--- config.mk ---
export PLATFORM = sky130hd
export DESIGN_NAME = pzte_regs
export DESIGN_NICKNAME = d
export VERILOG_FILES = /design/src/hdl/pzte_pkg.sv /design/src/hdl/pzte_regs.sv
export SDC_FILE = /design/constraint.sdc
export NUM_CORES = 1
export LEC_CHECK = 0
export BUFFER_PORTS_ARGS = -buffer_cell sky130_fd_sc_hd__buf_2
export CORE_ASPECT_RATIO = 1.5
export CORE_UTILIZATION = 30
export DETAILED_ROUTE_END_ITERATION = 8
export PLACE_DENSITY = 0.53
export SYNTH_ARGS = -nofsm -noshare
export SYNTH_HDL_FRONTEND = slang
export SYNTH_SLANG_ARGS = --single-unit
export TNS_END_PERCENT = 50
--- constraint.sdc ---
create_clock -name clk_i -period 5.7 [get_ports clk_i]
set_clock_uncertainty 0.2 [all_clocks]
set_input_delay 1.425 -clock clk_i [delete_from_list [all_inputs] [get_ports clk_i]]
set_output_delay 1.425 -clock clk_i [all_outputs]
set_load 0.01 [all_outputs]
--- src/hdl/pzte_pkg.sv ---
// Shared constants and types for the pole-zero trapezoid energy filter.
`default_nettype none

package pzte_pkg;

  // Default build sizes
  localparam int DefMaxWindow  = 256;
  localparam int DefMaxGap     = 64;
  localparam int DefSampleBits = 16;

  // Fixed field widths
  localparam int SampleWidth   = 16;
  localparam int OutWidth      = 42;
  localparam int WinLenWidth   = 9;
  localparam int GapLenWidth   = 7;
  localparam int WeightWidth   = 32;
  localparam int BaselineWidth = 16;

  // APB port
  localparam int ApbAddrWidth  = 5;
  localparam int ApbDataWidth  = 32;
  localparam int RegIdxWidth   = 3;

  localparam logic [RegIdxWidth-1:0] RegWindowLength  = 3'd0;
  localparam logic [RegIdxWidth-1:0] RegGapLength     = 3'd1;
  localparam logic [RegIdxWidth-1:0] RegLeadWeight    = 3'd2;
  localparam logic [RegIdxWidth-1:0] RegTrailWeight   = 3'd3;
  localparam logic [RegIdxWidth-1:0] RegBaselineLevel = 3'd4;

  localparam logic [WinLenWidth-1:0]   RstWindowLength  = 9'd200;
  localparam logic [GapLenWidth-1:0]   RstGapLength     = 7'd30;
  localparam logic [WeightWidth-1:0]   RstLeadWeight    = 32'hFFFF_0000;
  localparam logic [WeightWidth-1:0]   RstTrailWeight   = 32'h0001_0000;
  localparam logic [BaselineWidth-1:0] RstBaselineLevel = 16'd0;

  typedef struct packed {
    logic [WinLenWidth-1:0]   window_length;
    logic [GapLenWidth-1:0]   gap_length;
    logic [WeightWidth-1:0]   lead_weight;
    logic [WeightWidth-1:0]   trail_weight;
    logic [BaselineWidth-1:0] baseline_level;
  } pzte_cfg_t;

endpackage

`default_nettype wire

--- src/hdl/pzte_regs.sv ---
// APB configuration registers of the energy filter.
`default_nettype none

module pzte_regs
  import pzte_pkg::*;
(
  input  wire logic                    clk_i,
  input  wire logic                    rst_ni,
  input  wire logic                    psel,
  input  wire logic                    penable,
  input  wire logic                    pwrite,
  input  wire logic [ApbAddrWidth-1:0] paddr,
  input  wire logic [ApbDataWidth-1:0] pwdata,
  output logic      [ApbDataWidth-1:0] prdata,
  output logic                         pready,
  output pzte_cfg_t                    cfg_o,
  output logic                         restart_o
);

  pzte_cfg_t              cfg_q, cfg_d;
  logic                   wr_en;
  logic [RegIdxWidth-1:0] idx;

  assign pready = 1'b1;
  assign idx    = paddr[ApbAddrWidth-1:2];
  assign wr_en  = psel && penable && pwrite;

  // changing the window or gap length invalidates the running sums
  assign restart_o = wr_en && ((idx == RegWindowLength) || (idx == RegGapLength));

  always_comb begin
    cfg_d = cfg_q;
    if (wr_en) begin
      case (idx)
        RegWindowLength:  cfg_d.window_length  = pwdata[WinLenWidth-1:0];
        RegGapLength:     cfg_d.gap_length     = pwdata[GapLenWidth-1:0];
        RegLeadWeight:    cfg_d.lead_weight    = pwdata[WeightWidth-1:0];
        RegTrailWeight:   cfg_d.trail_weight   = pwdata[WeightWidth-1:0];
        RegBaselineLevel: cfg_d.baseline_level = pwdata[BaselineWidth-1:0];
        default:          cfg_d = cfg_q;
      endcase
    end
  end

  always_ff @(posedge clk_i or negedge rst_ni) begin
    if (!rst_ni) begin
      cfg_q.window_length  <= RstWindowLength;
      cfg_q.gap_length     <= RstGapLength;
      cfg_q.lead_weight    <= RstLeadWeight;
      cfg_q.trail_weight   <= RstTrailWeight;
      cfg_q.baseline_level <= RstBaselineLevel;
    end else begin
      cfg_q <= cfg_d;
    end
  end

  always_comb begin
    case (idx)
      RegWindowLength:  prdata = ApbDataWidth'(cfg_q.window_length);
      RegGapLength:     prdata = ApbDataWidth'(cfg_q.gap_length);
      RegLeadWeight:    prdata = cfg_q.lead_weight;
      RegTrailWeight:   prdata = cfg_q.trail_weight;
      RegBaselineLevel: prdata = ApbDataWidth'(cfg_q.baseline_level);
      default:          prdata = '0;
    endcase
  end

  assign cfg_o = cfg_q;

endmodule

`default_nettype wire

==> summary by stage <==
Outcome
The flow ran to the end, and the final reports show no timing, DRC or antenna violations.

Finish
The layout filler cell count is 1418. After the last flow step, the layout net total stands at 525. The flip-flop count of the largest register, all copies and words added is 96. The core occupancy in the finished layout is 40.55%. The total inserted antenna cells is 0.

The area taken by multi-input logic gates is 1862 um2. Cells with a size suffix above 1 make up 65.37% of the layout. The sequential standard cell area is 2432 um2. The library cell used most frequently in the layout, excluding fill and tap cells, is sky130_fd_sc_hd__buf_2. In the layout the commonest cells are sky130_fd_sc_hd__buf_2 (167), sky130_fd_sc_hd__mux2_2 (100), sky130_fd_sc_hd__dfrtp_1 (72).

The area growth from synthesis to layout is 30.50%.

Die
The initial cell density of the core is 31.07%. The die is 100.8 um wide. The area of the core is 14120 um2. The die covers 15130 um2. Pin placement for this block handled 172 I/O pins. The height of the die is 150.1 um. The floorplan has 53 rows.

Synthesis
The net count after synthesis is 362. The average cell area after synthesis is 13.72 um2. In this run, synthesis produced a sequential element count of 96. Summing the areas of all and, or, nand and nor instances in the mapped netlist gives 5.758% of the synthesized area.

In the synthesized netlist the dominant register cell turns out to be sky130_fd_sc_hd__dfrtp_1. Summing the areas of all compound-gate instances in the mapped netlist gives 4.133% of the synthesized area. The synthesized netlist devotes 0% of its cell area to adder and majority cells. The xor and xnor fraction of the mapped netlist area is 0%. The main combinational cell family by area after synthesis is multiplexers. Yosys printed 0 warnings.

The combined area of all synthesized cells is 4389 um2. In the synthesized netlist, mux cells make up 32.10% of the area. After synthesis, flip-flops and latches occupy 55.42% of the total area. Counting flops with an async set or reset pin after synthesis yields a share of 100.0%. After technology mapping, the gate count stands at 320. In this run, synthesis inferred 0 flip-flops with an integrated enable. In this run, distinct cell masters in the synthesized netlist total 27.

Clock network
The master cell of the clock root buffer is sky130_fd_sc_hd__clkbuf_16. After clock tree synthesis, the clock-pin slew on the worst setup and hold paths is 0.07 ns. The post-cts gate resize count is 0.

The clock buffer count from CTS is 9. The number of post-CTS setup repair buffers is 0. The buffer levels on the longest clock path is 2. Clock tree synthesis found a total of 96 sinks. Buffers inserted to repair hold after CTS numbered 0. The count of H-tree levels built during CTS is 3.

TritonCTS built the clock tree. The clock insertion delay at the later pin of the skew report is 0.33 ns.

Setup path
The reg-to-reg endpoint is cfg_o[95]$_DFFE_PN0P_. The cell count of the worst reg-to-reg path is 1. Of all nets on the critical path, the largest fanout is 20. The worst setup path is of the in -> out kind. The critical path data arrival time is 3.05 ns. The startpoint kind of the worst setup timing path is an input pin. The worst setup path is captured at an output pin. The setup slack of the most critical reg-to-reg path is 4.70 ns.

The required time of the critical path is 4.07 ns. The startpoint of the most critical register-to-register path is cfg_o[95]$_DFFE_PN0P_.

Run
The max-cap violation count is 0.

Drt
The routed design has 11830 um of wire. The detailed router placed 3214 vias in this run. The first detailed-routing pass took 4 iterations. The detail route stage leaves a number of antenna-violating nets equal to 0. After detailed routing, the average wire length per cell comes to 17.40 um.

The remaining design rule violation count is 0. The iteration-0 DRC count of the detailed router is 49. The detail-routed via count per cell is 4.726.

Min path
The startpoint identified for the worst hold timing path is cfg_o[1]$_DFFE_PN0P_. The class of the worst hold path is reg -> reg. The worst hold path terminates at cfg_o[1]$_DFFE_PN0P_. The worst hold path cell count is 1.

Global routing
The number of global-route vias before repair is 3270. The global routing usage summed across all routing layers is 16.03%. The first global-routing pass estimated 18170 um of wire.

The leftover overflow at the end of global routing is 0. The initial antenna violation count was 0. Entering global routing, the biggest net connects 57 pins.

Power
The standby leakage power is 2.891 nW. The worst ir drop on vdd is 0.1336 mV. Dividing total power by cell area gives a power density of 363.3 nW/um2.

Timing
The final worst hold slack is 0.3217 ns. Setup total negative slack on the finished layout was measured at 0 ns. At the pin with the least slew margin, the transition time is 1.163 ns. The maximum operating frequency is 213.7 MHz. The clock period minus final worst setup slack is 4.679 ns. Setup repair after global routing left no endpoint under its margin. The number of hold violations in the final report is 0. The number of max-slew violations in the final report is 0. The headroom to the max-slew limit is 22.25%. Setup violations remaining at the end of the flow were counted as 0. Of the available clock period, the critical path in the final layout requires 82.09%.

Placement
The estimated wirelength of the detail-placed design is 8341 um. Input and output buffers added on the ports amount to 168. The final estimated routing congestion in global placement is 0.7477.
==> Yosys cell counts, types with 3 or more instances <==
cell type | instances | area, um2
sky130_fd_sc_hd__clkbuf_1 | 6 | 22.52
sky130_fd_sc_hd__buf_4 | 7 | 52.55
sky130_fd_sc_hd__a221o_1 | 6 | 60.06
sky130_fd_sc_hd__mux2i_1 | 26 | 260.3
sky130_fd_sc_hd__buf_2 | 7 | 35.03
sky130_fd_sc_hd__nor2_1 | 26 | 97.59
sky130_fd_sc_hd__mux2_2 | 100 | 1126
sky130_fd_sc_hd__nand2_1 | 12 | 45.04
sky130_fd_sc_hd__a22oi_1 | 7 | 52.55
sky130_fd_sc_hd__dfstp_2 | 24 | 630.6
sky130_fd_sc_hd__o21ai_0 | 7 | 35.03
sky130_fd_sc_hd__nand2b_1 | 3 | 18.77
sky130_fd_sc_hd__dfrtp_1 | 72 | 1802
==> stage by stage <==
step / setup slack (ns) / power [mW] / instance area, um2 / cells
after CTS: 0.9917 / 2.114 / 5728 / 680
after detailed placement: 0.9867 / 1.452 / 5408 / 664
after floorplan: 1.675 / 1.205 / 4389 / 320
final: 1.021 / 2.081 / 5728 / 680
after global placement: 0.9676 / 1.437 / 5408 / 664
after global routing: 0.8838 / 2.194 / 5728 / 680
==> critical path, cell delays in order <==
cell                      delay, ns
sky130_fd_sc_hd__buf_2         0.43
sky130_fd_sc_hd__nor2b_1       0.65
sky130_fd_sc_hd__a22oi_1       0.13
sky130_fd_sc_hd__o21ai_0       0.23
sky130_fd_sc_hd__buf_2         0.17
==> metal layers <==
layer  wire (um)  GRT usage, %
met4         128         4.710
met1        5056         19.82
met2        6064         27.95
met3         582         3.296
met5           0             0
==> cell families after synthesis <==
| logic type | count (synthesis) |
|---|---|
| muxes | 128 |
| buffers and inverters | 20 |
| DFF | 96 |
| and+or+nand+nor | 51 |
| AOI/OAI and AO/OA | 24 |
| other | 1 |
==> worst max-delay path by stage <==
stage / slack (ns) / startpoint / to / cells after the start
2_1_floorplan: 1.67 / paddr[3] / prdata[0] / 5
3_3_place_gp: 0.97 / paddr[3] / prdata[14] / 5
3_5_place_dp: 0.99 / paddr[3] / prdata[14] / 5
4_1_cts: 0.99 / paddr[3] / prdata[14] / 5
5_1_grt: 0.88 / paddr[3] / prdata[14] / 5
6_report: 1.02 / paddr[3] / prdata[14] / 5
==> where the power goes <==
part / internal (mW) / total [mW] / switching (mW)
clock: 0.385 / 0.652 / 0.267
sequential: 0.840 / 0.940 / 0.100
combinational: 0.250 / 0.489 / 0.239
==> cell type report <==
| class | instances | area share (%) |
|---|---|---|
| clock buffer | 9 | 3.932 |
| clock inverter | 7 | 1.660 |
| multi-input combinational | 204 | 32.50 |
| sequential | 96 | 42.46 |
| tap | 192 | 4.194 |
| timing repair buffer | 172 | 15.25 |
No activity file was read; power rests on OpenSTA's default activity.
